--- config.mk ---
export PLATFORM = sky130hd
export DESIGN_NAME = corner_texture_pixel_gen
export DESIGN_NICKNAME = d
export VERILOG_FILES = /design/src/hw/rtl/ctpg_pkg.sv /design/src/hw/rtl/corner_texture_pixel_gen.sv /design/src/hw/rtl/ctpg_ram.sv /design/src/hw/rtl/ctpg_geom.sv /design/src/hw/rtl/ctpg_sqrt.sv
export SDC_FILE = /design/constraint.sdc
export NUM_CORES = 2
export LEC_CHECK = 0
export ABC_AREA = 1
export BUFFER_PORTS_ARGS = -buffer_cell sky130_fd_sc_hd__buf_4
export CAP_MARGIN = 20
export CORE_ASPECT_RATIO = 1.1
export CORE_MARGIN = 5
export CORE_UTILIZATION = 45
export DETAILED_ROUTE_END_ITERATION = 8
export MAX_ROUTING_LAYER = met4
export PLACE_DENSITY = 0.61
export REMOVE_ABC_BUFFERS = 1
export SYNTH_ARGS = -nofsm -noshare
export SYNTH_HDL_FRONTEND = slang
export SYNTH_HIERARCHICAL = 1
export SYNTH_SLANG_ARGS = --single-unit
--- constraint.sdc ---
create_clock -name clk -period 7.3 [get_ports clk]
set_clock_uncertainty 0.2 [all_clocks]
set_input_delay 1.095 -clock clk [delete_from_list [all_inputs] [get_ports clk]]
set_output_delay 1.095 -clock clk [all_outputs]
set_load 0.005 [all_outputs]
--- src/hw/rtl/ctpg_pkg.sv ---
// Shared types and constants of the corner texture pixel generator.
package ctpg_pkg;

    // Input function codes
    localparam logic FUNC_LOAD  = 1'b0;
    localparam logic FUNC_PIXEL = 1'b1;

    // Palette depth, also the largest corner size
    localparam int MAX_CORNER = 64;

    // Fixed field widths
    localparam int COLOR_W = 32;
    localparam int POS_W   = 6;
    localparam int IDX_W   = 6;
    localparam int SIZE_W  = 7;
    localparam int M_W     = 7;   // corner size less one, at most 63, spare bit for the clamp
    localparam int D_W     = 7;   // per-axis distance to the corner point

    // Root datapath: 16-bit radicand, 8-bit root, two digits per stage
    localparam int RAD_W       = 16;
    localparam int ROOT_W      = 8;
    localparam int REM_W       = 9;
    localparam int SQRT_STAGES = 4;
    localparam int SQRT_STEPS  = 2;

    localparam logic [COLOR_W-1:0] TRANSPARENT = 32'h0000_0000;

    // Control word that travels down the pipeline with each item
    typedef struct packed {
        logic               vld;
        logic               load;
        logic               wr_ok;
        logic               rnd;
        logic [M_W-1:0]     m;
        logic [POS_W-1:0]   sq_idx;
        logic [IDX_W-1:0]   entry_index;
        logic [COLOR_W-1:0] entry_color;
    } ctl_t;

    // One digit of the restoring square root
    typedef struct packed {
        logic [REM_W-1:0]  rem;
        logic [ROOT_W-1:0] root;
    } sq_t;

    function automatic sq_t sqrt_step(input logic [REM_W-1:0] rem,
                                      input logic [ROOT_W-1:0] root,
                                      input logic [1:0] pair);
        logic [REM_W+1:0] rem_sh;
        logic [REM_W+1:0] trial;
        sq_t              res;
        rem_sh = {rem, pair};
        trial  = {1'b0, root, 2'b01};
        if (rem_sh >= trial)
        begin
            res.rem  = REM_W'(rem_sh - trial);
            res.root = {root[ROOT_W-2:0], 1'b1};
        end
        else
        begin
            res.rem  = rem_sh[REM_W-1:0];
            res.root = {root[ROOT_W-2:0], 1'b0};
        end
        return res;
    endfunction

endpackage

--- src/hw/rtl/corner_texture_pixel_gen.sv ---
// Top level of the corner texture pixel generator.
//
//  channel  | handshake               | word
//  ---------+-------------------------+--------------------------------------------
//  input    | start & !busy           | func, entry_index, entry_color, pos, rounded
//  result   | done (one-cycle strobe) | pixel_color, outside
//  config   | cfg_valid & cfg_ready   | cfg_corner_size
//
// One word is taken every cycle; busy is never raised and cfg_ready is always high.
// A pixel word's result is formed in two front stages (distance, sum of squares),
// four root stages, the palette RAM read and the output stage.
// Load words write the palette when they reach the RAM stage, keeping word order.
// Reset clears the pipeline valids and sets the corner size to 8; palette holds
// garbage until written. The receiver cannot stall, so nothing is ever held.
module corner_texture_pixel_gen (
    input  logic                           clk,
    input  logic                           rst_n,
    input  logic                           start,
    output logic                           busy,
    input  logic                           func,
    input  logic [ctpg_pkg::IDX_W-1:0]     entry_index,
    input  logic [ctpg_pkg::COLOR_W-1:0]   entry_color,
    input  logic [ctpg_pkg::POS_W-1:0]     pos_x,
    input  logic [ctpg_pkg::POS_W-1:0]     pos_y,
    input  logic                           rounded,
    input  logic                           cfg_valid,
    output logic                           cfg_ready,
    input  logic [ctpg_pkg::SIZE_W-1:0]    cfg_corner_size,
    output logic                           done,
    output logic [ctpg_pkg::COLOR_W-1:0]   pixel_color,
    output logic                           outside
);

    localparam int ADDR_W = $clog2(ctpg_pkg::MAX_CORNER);
    localparam int SZ_W   = 9;
    localparam int M_RESET = ((ctpg_pkg::MAX_CORNER < 8) ? ctpg_pkg::MAX_CORNER : 8) - 1;

    logic [ctpg_pkg::M_W-1:0]     m_next, m_reg;
    logic [SZ_W-1:0]              size_c;
    logic                         in_valid;

    ctpg_pkg::ctl_t               g_ctl;
    logic [ctpg_pkg::RAD_W-1:0]   g_d2;
    ctpg_pkg::ctl_t               s_ctl;
    logic [ctpg_pkg::ROOT_W-1:0]  s_root;
    logic [ctpg_pkg::REM_W-1:0]   s_rem;

    logic [ctpg_pkg::ROOT_W-1:0]  r_round;
    logic                         outside_c;
    logic [ctpg_pkg::ROOT_W-1:0]  diff_c;
    logic [ctpg_pkg::M_W-1:0]     rd_idx;
    logic [ADDR_W+ctpg_pkg::M_W-1:0] rd_wide;
    logic [ADDR_W+ctpg_pkg::IDX_W-1:0] wr_wide;
    logic                         ram_we, ram_re;
    logic [ADDR_W-1:0]            ram_waddr, ram_raddr;
    logic [ctpg_pkg::COLOR_W-1:0] ram_rdata;

    logic                         f_vld_reg, f_out_reg;
    logic                         done_reg, outside_reg;
    logic [ctpg_pkg::COLOR_W-1:0] color_next, color_reg;

    assign busy      = 1'b0;
    assign cfg_ready = 1'b1;
    assign in_valid  = start && !busy;

    // Corner size register, kept as m = clamp(size, 1, MAX_CORNER) - 1
    always_comb
    begin
        size_c = SZ_W'(cfg_corner_size);
        if (size_c == '0)
        begin
            size_c = SZ_W'(1);
        end
        else if (size_c > SZ_W'(ctpg_pkg::MAX_CORNER))
        begin
            size_c = SZ_W'(ctpg_pkg::MAX_CORNER);
        end
        m_next = ctpg_pkg::M_W'(size_c - SZ_W'(1));
    end

    always_ff @(posedge clk or negedge rst_n)
    begin
        if (!rst_n)
        begin
            m_reg <= ctpg_pkg::M_W'(M_RESET);
        end
        else if (cfg_valid && cfg_ready)
        begin
            m_reg <= m_next;
        end
    end

    // Distance front end
    ctpg_geom u_geom (
        .clk         (clk),
        .rst_n       (rst_n),
        .in_valid    (in_valid),
        .func        (func),
        .entry_index (entry_index),
        .entry_color (entry_color),
        .pos_x       (pos_x),
        .pos_y       (pos_y),
        .rounded     (rounded),
        .m           (m_reg),
        .ctl_out     (g_ctl),
        .d2_out      (g_d2)
    );

    // Pipelined root
    ctpg_sqrt u_sqrt (
        .clk      (clk),
        .rst_n    (rst_n),
        .ctl_in   (g_ctl),
        .d2_in    (g_d2),
        .ctl_out  (s_ctl),
        .root_out (s_root),
        .rem_out  (s_rem)
    );

    // Round half up, shape test and palette address
    always_comb
    begin
        r_round   = s_root + ctpg_pkg::ROOT_W'(s_rem > ctpg_pkg::REM_W'(s_root));
        outside_c = s_ctl.rnd && (r_round > ctpg_pkg::ROOT_W'(s_ctl.m));
        diff_c    = ctpg_pkg::ROOT_W'(s_ctl.m) - r_round;
        rd_idx    = s_ctl.rnd ? diff_c[ctpg_pkg::M_W-1:0] : ctpg_pkg::M_W'(s_ctl.sq_idx);
        rd_wide   = {ADDR_W'(0), rd_idx};
        wr_wide   = {ADDR_W'(0), s_ctl.entry_index};
        ram_raddr = rd_wide[ADDR_W-1:0];
        ram_waddr = wr_wide[ADDR_W-1:0];
        ram_we    = s_ctl.vld && s_ctl.load && s_ctl.wr_ok;
        ram_re    = s_ctl.vld && !s_ctl.load && !outside_c;
    end

    // Gradient palette
    ctpg_ram #(
        .WIDTH (ctpg_pkg::COLOR_W),
        .DEPTH (ctpg_pkg::MAX_CORNER)
    ) u_palette (
        .clk   (clk),
        .we    (ram_we),
        .waddr (ram_waddr),
        .wdata (s_ctl.entry_color),
        .re    (ram_re),
        .raddr (ram_raddr),
        .rdata (ram_rdata)
    );

    // Output select: transparent outside the shape
    always_comb
    begin
        color_next = f_out_reg ? ctpg_pkg::TRANSPARENT : ram_rdata;
    end

    always_ff @(posedge clk or negedge rst_n)
    begin
        if (!rst_n)
        begin
            f_vld_reg <= 1'b0;
            done_reg  <= 1'b0;
        end
        else
        begin
            f_vld_reg <= s_ctl.vld && !s_ctl.load;
            done_reg  <= f_vld_reg;
        end
    end

    // Result payload
    always_ff @(posedge clk)
    begin
        f_out_reg   <= outside_c;
        outside_reg <= f_out_reg;
        color_reg   <= color_next;
    end

    assign done        = done_reg;
    assign pixel_color = color_reg;
    assign outside     = outside_reg;

endmodule

--- src/hw/rtl/ctpg_ram.sv ---
// Generic single-write, single-read RAM with registered read data.
module ctpg_ram #(
    parameter int WIDTH = 32,
    parameter int DEPTH = 64
) (
    input  logic                     clk,
    input  logic                     we,
    input  logic [$clog2(DEPTH)-1:0] waddr,
    input  logic [WIDTH-1:0]         wdata,
    input  logic                     re,
    input  logic [$clog2(DEPTH)-1:0] raddr,
    output logic [WIDTH-1:0]         rdata
);

    logic [WIDTH-1:0] mem_reg [0:DEPTH-1];
    logic [WIDTH-1:0] rdata_reg;

    // Write port
    always_ff @(posedge clk)
    begin
        if (we)
        begin
            mem_reg[waddr] <= wdata;
        end
    end

    // Registered read port
    always_ff @(posedge clk)
    begin
        if (re)
        begin
            rdata_reg <= mem_reg[raddr];
        end
    end

    assign rdata = rdata_reg;

endmodule

--- src/hw/rtl/ctpg_geom.sv ---
// Front stages: position clamp, per-axis distance, then squared distance.
module ctpg_geom (
    input  logic                           clk,
    input  logic                           rst_n,
    input  logic                           in_valid,
    input  logic                           func,
    input  logic [ctpg_pkg::IDX_W-1:0]     entry_index,
    input  logic [ctpg_pkg::COLOR_W-1:0]   entry_color,
    input  logic [ctpg_pkg::POS_W-1:0]     pos_x,
    input  logic [ctpg_pkg::POS_W-1:0]     pos_y,
    input  logic                           rounded,
    input  logic [ctpg_pkg::M_W-1:0]       m,
    output ctpg_pkg::ctl_t                 ctl_out,
    output logic [ctpg_pkg::RAD_W-1:0]     d2_out
);

    localparam int CMP_W = ctpg_pkg::IDX_W + 10;

    ctpg_pkg::ctl_t                 a_ctl_next, a_ctl_reg;
    logic [ctpg_pkg::D_W-1:0]       dx_next, dx_reg;
    logic [ctpg_pkg::D_W-1:0]       dy_next, dy_reg;
    ctpg_pkg::ctl_t                 b_ctl_reg;
    logic [ctpg_pkg::RAD_W-1:0]     d2_next, d2_reg;
    logic [ctpg_pkg::POS_W-1:0]     xc, yc;
    logic                           a_vld_reg, b_vld_reg;

    // Stage A: clamp the position into the square, form distances
    always_comb
    begin
        xc = ({1'b0, pos_x} > m) ? m[ctpg_pkg::POS_W-1:0] : pos_x;
        yc = ({1'b0, pos_y} > m) ? m[ctpg_pkg::POS_W-1:0] : pos_y;
        a_ctl_next.vld         = in_valid;
        a_ctl_next.load        = (func == ctpg_pkg::FUNC_LOAD);
        a_ctl_next.wr_ok       = (CMP_W'(entry_index) < CMP_W'(ctpg_pkg::MAX_CORNER));
        a_ctl_next.rnd         = rounded;
        a_ctl_next.m           = m;
        a_ctl_next.sq_idx      = (xc < yc) ? xc : yc;
        a_ctl_next.entry_index = entry_index;
        a_ctl_next.entry_color = entry_color;
        dx_next = m - {1'b0, xc};
        dy_next = m - {1'b0, yc};
    end

    // Stage B: sum of squares
    always_comb
    begin
        d2_next = ctpg_pkg::RAD_W'(dx_reg * dx_reg) + ctpg_pkg::RAD_W'(dy_reg * dy_reg);
    end

    // Valid bits
    always_ff @(posedge clk or negedge rst_n)
    begin
        if (!rst_n)
        begin
            a_vld_reg <= 1'b0;
            b_vld_reg <= 1'b0;
        end
        else
        begin
            a_vld_reg <= a_ctl_next.vld;
            b_vld_reg <= a_vld_reg;
        end
    end

    // Payload registers
    always_ff @(posedge clk)
    begin
        a_ctl_reg <= a_ctl_next;
        dx_reg    <= dx_next;
        dy_reg    <= dy_next;
        b_ctl_reg <= a_ctl_reg;
        d2_reg    <= d2_next;
    end

    // Control word out with its live valid bit
    always_comb
    begin
        ctl_out     = b_ctl_reg;
        ctl_out.vld = b_vld_reg;
    end

    assign d2_out = d2_reg;

endmodule

--- src/hw/rtl/ctpg_sqrt.sv ---
// Pipelined restoring integer square root, two root bits per stage.
module ctpg_sqrt (
    input  logic                           clk,
    input  logic                           rst_n,
    input  ctpg_pkg::ctl_t                 ctl_in,
    input  logic [ctpg_pkg::RAD_W-1:0]     d2_in,
    output ctpg_pkg::ctl_t                 ctl_out,
    output logic [ctpg_pkg::ROOT_W-1:0]    root_out,
    output logic [ctpg_pkg::REM_W-1:0]     rem_out
);

    localparam int NS = ctpg_pkg::SQRT_STAGES;

    ctpg_pkg::ctl_t                 ctl_reg  [0:NS-1];
    logic [ctpg_pkg::RAD_W-1:0]     rad_reg  [0:NS-1];
    logic [ctpg_pkg::ROOT_W-1:0]    root_reg [0:NS-1];
    logic [ctpg_pkg::REM_W-1:0]     rem_reg  [0:NS-1];
    logic [NS-1:0]                  vld_reg;

    ctpg_pkg::ctl_t                 ctl_src  [0:NS-1];
    logic [ctpg_pkg::RAD_W-1:0]     rad_src  [0:NS-1];
    logic [ctpg_pkg::ROOT_W-1:0]    root_src [0:NS-1];
    logic [ctpg_pkg::REM_W-1:0]     rem_src  [0:NS-1];
    logic [NS-1:0]                  vld_src;

    logic [ctpg_pkg::RAD_W-1:0]     rad_next  [0:NS-1];
    logic [ctpg_pkg::ROOT_W-1:0]    root_next [0:NS-1];
    logic [ctpg_pkg::REM_W-1:0]     rem_next  [0:NS-1];

    // Stage inputs: first stage from the front end, the rest chained
    always_comb
    begin
        ctl_src[0]  = ctl_in;
        vld_src[0]  = ctl_in.vld;
        rad_src[0]  = d2_in;
        root_src[0] = '0;
        rem_src[0]  = '0;
        for (int s = 1; s < NS; s++)
        begin
            ctl_src[s]  = ctl_reg[s-1];
            vld_src[s]  = vld_reg[s-1];
            rad_src[s]  = rad_reg[s-1];
            root_src[s] = root_reg[s-1];
            rem_src[s]  = rem_reg[s-1];
        end
    end

    // Two digits per stage, top radicand bits first
    always_comb
    begin
        ctpg_pkg::sq_t acc;
        for (int s = 0; s < NS; s++)
        begin
            acc.rem  = rem_src[s];
            acc.root = root_src[s];
            rad_next[s] = rad_src[s];
            for (int k = 0; k < ctpg_pkg::SQRT_STEPS; k++)
            begin
                acc = ctpg_pkg::sqrt_step(acc.rem, acc.root,
                                          rad_next[s][ctpg_pkg::RAD_W-1 -: 2]);
                rad_next[s] = {rad_next[s][ctpg_pkg::RAD_W-3:0], 2'b00};
            end
            root_next[s] = acc.root;
            rem_next[s]  = acc.rem;
        end
    end

    // Valid bits
    always_ff @(posedge clk or negedge rst_n)
    begin
        if (!rst_n)
        begin
            vld_reg <= '0;
        end
        else
        begin
            vld_reg <= vld_src;
        end
    end

    // Payload registers
    always_ff @(posedge clk)
    begin
        for (int s = 0; s < NS; s++)
        begin
            ctl_reg[s]  <= ctl_src[s];
            rad_reg[s]  <= rad_next[s];
            root_reg[s] <= root_next[s];
            rem_reg[s]  <= rem_next[s];
        end
    end

    // Last stage out with its live valid bit
    always_comb
    begin
        ctl_out     = ctl_reg[NS-1];
        ctl_out.vld = vld_reg[NS-1];
    end

    assign root_out = root_reg[NS-1];
    assign rem_out  = rem_reg[NS-1];

endmodule

**Word-level counts from Yosys, hierarchy flattened**

Memories as Yosys holds them, arrays and structs flattened. A register that Yosys moved wholly into a read port is not among the register bits.
Index checks and enable logic that the tools add are counted.
W data, S select, Z words.

- Register bits: 185
- Bits in writable memories: 2384
- Output and inout port bits: 36
- Memories kept: 5

Memories:

| name | words | bits a word | read ports | clocked after memory_dff | wr ports | line | RTL |
|---|---|---|---|---|---|---|---|
| u_palette.mem_reg | 64 | 32 | 1 | 1 | 1 | ctpg_ram.sv:15 | `logic [WIDTH-1:0] mem_reg [0:DEPTH-1];` |
| u_sqrt.ctl_reg | 4 | 55 | 4 | 0 | 4 | ctpg_sqrt.sv:14 | `ctpg_pkg::ctl_t ctl_reg [0:NS-1];` |
| u_sqrt.rad_reg | 4 | 12 | 3 | 0 | 4 | ctpg_sqrt.sv:15 | `logic [ctpg_pkg::RAD_W-1:0] rad_reg [0:NS-1];` |
| u_sqrt.rem_reg | 4 | 9 | 4 | 0 | 4 | ctpg_sqrt.sv:17 | `logic [ctpg_pkg::REM_W-1:0] rem_reg [0:NS-1];` |
| u_sqrt.root_reg | 4 | 8 | 4 | 0 | 4 | ctpg_sqrt.sv:16 | `logic [ctpg_pkg::ROOT_W-1:0] root_reg [0:NS-1];` |

- $add $sub $neg: 14
- Multiply operators: 2
- Magnitude comparators: 14
- Muxes and demuxes: 16
- Bitwise logic cells: 1
- Reduce and logical (&&, ||, !) cells: 8

Operators with widths:

| operator | number |
|---|---|
| $mux W17 | 8 |
| $ge A11 B10 Y1 | 7 |
| $sub A9 B9 Y9 | 7 |
| $mul A7 B7 Y14 | 2 |
| $mux W6 | 4 |
| $add A14 B14 Y15 | 1 |
| $gt A6 B7 Y1 | 2 |
| $mux W7 | 2 |
| $sub A7 B6 Y7 | 2 |
| $gt A9 B8 Y1 | 1 |
| $add A8 B1 Y8 | 1 |
| $gt A8 B7 Y1 | 1 |
| $gt A7 B7 Y1 const B | 1 |
| $logic_not A7 Y1 | 1 |
| $sub A7 B1 Y7 const B | 1 |
| $lt A6 B6 Y1 | 1 |
| $sub A6 B6 Y6 | 1 |
| $logic_and A1 B1 Y1 | 5 |
| $sub A2 B1 Y3 const B | 1 |
| $ge A2 B1 Y1 const B | 1 |
| $logic_not A1 Y1 | 2 |
| $mux W1 | 2 |
| $not A1 Y1 | 1 |

**Longest topological paths before layout**

An unclocked memory read counts as a cell.

- Depth after elaboration: 7
- Depth in mapped cells: 30
- Mapped depth without buffers: 28

**Modules after synthesis**

The synthesis kept the hierarchy.

By module, submodules not included:

| module | times used | cells each | area an instance (um2) |
|---|---|---|---|
| ctpg_ram | 1 | 6769 | 83058.4 |
| ctpg_sqrt | 1 | 831 | 8957.3 |
| ctpg_geom | 1 | 664 | 6638.9 |
| corner_texture_pixel_gen | 1 | 302 | 2284.7 |

**Worst setup path after synthesis**

No wires, ideal clock.

- Path kind: register to register
- Start point: register u_geom/dy_reg[5] (netlist name)
- End point: register u_geom.d2_reg, in the netlist u_geom/d2_out[11]
- Arrival: 4976 ps
- Required time: 7028 ps
- Slack: 2052 ps
- Cell stages (with the launch flop): 21
- Buffers on the path: 1
- Path through: dfxtp_1 > clkbuf_1 > nand2_1 > xor2_1 > ha_1 > inv_1 > fa_1 > inv_1 > fa_1 > inv_1 > fa_1 > inv_1 > fa_1 > fa_1 > ha_1 > a21oi_1 > inv_1 > a31oi_1 > o21ai_1 > a21oi_1 > xor2_1

- Longest elaborated chain between the ends: 2

RTL lines:

| what | line | RTL |
|---|---|---|
| from (decl) | ctpg_geom.sv:21 | `logic [ctpg_pkg::D_W-1:0] dy_next, dy_reg;` |
| from (signal assigned) | ctpg_geom.sv:70 | `dy_reg <= dy_next;` |
| $mul A7 B7 Y14 | ctpg_geom.sv:47 | `d2_next = ctpg_pkg::RAD_W'(dx_reg * dx_reg) + ctpg_pkg::RAD_W'(dy_reg * dy_reg);` |
| $add A14 B14 Y15 | ctpg_geom.sv:47 |  |
| net u_geom.d2_next (one bit) | ctpg_geom.sv:23 | `logic [ctpg_pkg::RAD_W-1:0] d2_next, d2_reg;` |
| to (signal assigned) | ctpg_geom.sv:72 | `d2_reg <= d2_next;` |
| to (decl) | ctpg_geom.sv:23 |  |

The timed path passes the listed nets, and every way through them passes these cells.
A chain may end at the register's enable or synchronous reset.

**Worst setup path in the final report**

- Start point: register u_geom/dy_reg[0] (netlist name)
- End point: register u_geom.d2_reg, in the netlist u_geom/d2_out[11]

Same word-level chain as after synthesis.

==> flow_metrics.env <==
export IMPL_layout_common_cells="nand2_1 (2,563), edfxtp_1 (2,080), nand3_1 (1,959), dfxtp_1 (431), inv_1 (313)"
export IMPL_slew_headroom_pct=23.2
export IMPL_drtPass1Iterations=6
export IMPL_cts_tree="done"
export IMPL_floorplan_rows=182
export IMPL_die_w_um=462
export IMPL_track_usage_pct=22.9
export IMPL_yosysUniqueCellTypes=61
export IMPL_io_buffer_count=96
export IMPL_synth_cells=8566
export IMPL_wl_per_cell_um=22.6
export IMPL_drc=0
export IMPL_min_period_over_period_pct=75.7
export IMPL_worstHoldPathType="flop to flop"
export IMPL_wirelength_mm=266
export IMPL_status="complete, no violations"
export IMPL_grt_overflow=0
export IMPL_nets=8841
export IMPL_end_kind="flop"
export IMPL_seq_area_frac_synth_pct=71.4
export IMPL_vias=64800
export IMPL_tightestPinTransition_ns=1.14
export IMPL_die_area_um2=234000
export IMPL_fin_crit_ns=5.53
export IMPL_slew_violations=0
export IMPL_ys_warn_count=6
export IMPL_finalHoldViolCount=0
export IMPL_fin_cells=11700
export IMPL_largest_reg_flops=2048
export IMPL_cts_root_buf="clkbuf_16"
export IMPL_worst_r2r_setup_slack_ns=1.77
export IMPL_ys_ff_latch=2558
export IMPL_synth_edf_count=2080
export IMPL_ctsHtreeMaxLevel=4
export IMPL_cts_made_buffers=234
export IMPL_max_clock_freq_mhz=181
export IMPL_crit_required_ns=7.88
export IMPL_clk_pin_slew_ns=0.06
export IMPL_cts_setup_buffers=0
export IMPL_grt_pass1_wl_mm=392
export IMPL_dp_cells=11300
export IMPL_arrival_ns=6.11
export IMPL_ys_flop_type="edfxtp_1"
export IMPL_clk_path_buf_depth=3
export IMPL_grt_pass1_vias=61300
export IMPL_layout_drive_gt1_share_pct=9.39
export IMPL_antenna_found_initial=4
export IMPL_synth_avg_cell_area_um2=11.8
export IMPL_setup_violations=0
export IMPL_rsz0062_at_grt="no"
export IMPL_cts_sinks=2558
export IMPL_grt_start_max_net_pins=255
export IMPL_ant_nets=0
export IMPL_syn_area_um2=101000
export IMPL_die_y_um=507
export IMPL_syn_to_final_growth_pct=12.0
export IMPL_drv_cap=0
export IMPL_avgViaCountPerCell=5.52
export IMPL_crit_type="flop to flop"
export IMPL_dp_hpwl_mm=137
export IMPL_cp_max_fo=8
export IMPL_final_common_cell="nand2_1"
export IMPL_drt_iter0_drc=7296
export IMPL_place_gp_congestion=0.886
export IMPL_ys_async_sr_fraction_pct=0.586
export IMPL_clock_latency_ns=0.88
export IMPL_initial_core_util_pct=45.2
export IMPL_io_pins=99
export IMPL_core_um2=223000
export IMPL_startpoint_type="flop"
[synth_stat cells (all sizes together) (2+ instances only)]
master,n,area (um2)
nand3b,3,22.5
nand4,23,163
o21ai,70,414
and3,2,12.5
nor4b,3,26.3
inv,328,1240
o21a,3,30.0
a21o,7,52.6
or2,4,25.0
conb,4,15.0
xor2,42,368
nand3,1969,9910
edfxtp,2080,62500
fa,53,1060
buf,385,2080
clkbuf,86,323
xnor2,17,149
nor3,7,51.3
clkinv,2,7.51
dfxtp,463,9270
a21boi,2,22.5
nor4,10,62.6
dfrtp,12,300
ha,141,1760
nand2,2597,9860
a21oi,59,314
and2,3,18.8
a31oi,5,31.3
dfstp,3,78.8
nor2,171,703
o21bai,6,48.8
a211oi,3,35.0
[logic make-up (layout without fill, tap and decap cells)]
family,after synthesis,after routing,share of synthesized area [%]
AND/OR/NAND/NOR,4792,4792,20.7
flip-flops,2558,2558,71.4
adder cells (fa/ha/maj),194,194,2.80
AO/OA/AOI/OAI,158,158,0.964
XOR/XNOR,59,59,0.512
other,4,6,0.0149
buffers and inverters,801,1027,3.61
[path summary, 6_finish.rpt]
check                      depth (start not counted)                            end                     startpoint
max                                               19      u_geom/d2_out[11]$_DFF_P_       u_geom/dy_reg[0]$_DFF_P_
min                                                0  u_sqrt/ctl_reg[1][52]$_DFF_P_  u_sqrt/ctl_reg[0][52]$_DFF_P_
max reg2reg                                       19      u_geom/d2_out[11]$_DFF_P_       u_geom/dy_reg[0]$_DFF_P_
min reg2reg                                        0  u_sqrt/ctl_reg[1][52]$_DFF_P_  u_sqrt/ctl_reg[0][52]$_DFF_P_
max in group asynchronous                          2           m_reg[2]$_DFFE_PN1P_                          rst_n
min in group asynchronous                          2                 done$_DFF_PN0_                          rst_n
[timing repair]
| item | in CTS | in global routing |
|---|---|---|
| resized for setup | 0 | 0 |
| endpoints found under the hold margin | 12 | 0 |
| hold buffers | 1 | 0 |
[worst max-delay path: stages (launching register included)]
cell	delay, ns
dfxtp_1	0.49
nand2_1	0.20
xor2_1	0.20
ha_1	0.28
inv_1	0.05
fa_1	0.52
inv_1	0.05
fa_1	0.53
inv_1	0.07
fa_1	0.53
inv_1	0.05
fa_1	0.55
fa_1	0.42
ha_1	0.39
a21oi_1	0.21
inv_1	0.06
a31oi_1	0.21
o21ai_1	0.13
a21oi_1	0.18
xor2_1	0.15
[final cells by class]
type,count,area (um2)
inverter,330,1280
clock buffer,324,6760
antenna,2,5.00
multi-input combinational,5207,25700
timing repair buffer,253,2230
fill,19000,110000
tap,2944,3680
sequential,2558,72100
clock inverter,120,1180
[per-layer routing]
metal / routed length (um) / GRT usage (%)
met1: 110000 / 31.2
met2: 123000 / 35.1
met3: 22400 / 3.64
met4: 10400 / 8.50
met5: 0 / -
[through the flow]
step / area [um2] / worst slack [ns] / utilization [%] / TNS [ns] / hold slack (ns)
finish: 113000 / 1.77 / 50.6 / 0 / 0.108
global route: 113000 / 1.51 / 50.6 / 0 / 0.0526
CTS: 113000 / 1.77 / 50.6 / 0 / 0.0283
detailed placement: 105000 / 1.77 / 47.0 / 0 / 0.112
global placement: 105000 / 1.67 / 47.0 / 0 / 0.110
floorplan: 98500 / -128.78 / - / -4119.28 / 0.110
Power is left out: the tool's default activity adds up to more than one toggle a clock period on the data nets, which glitch-free logic cannot reach.
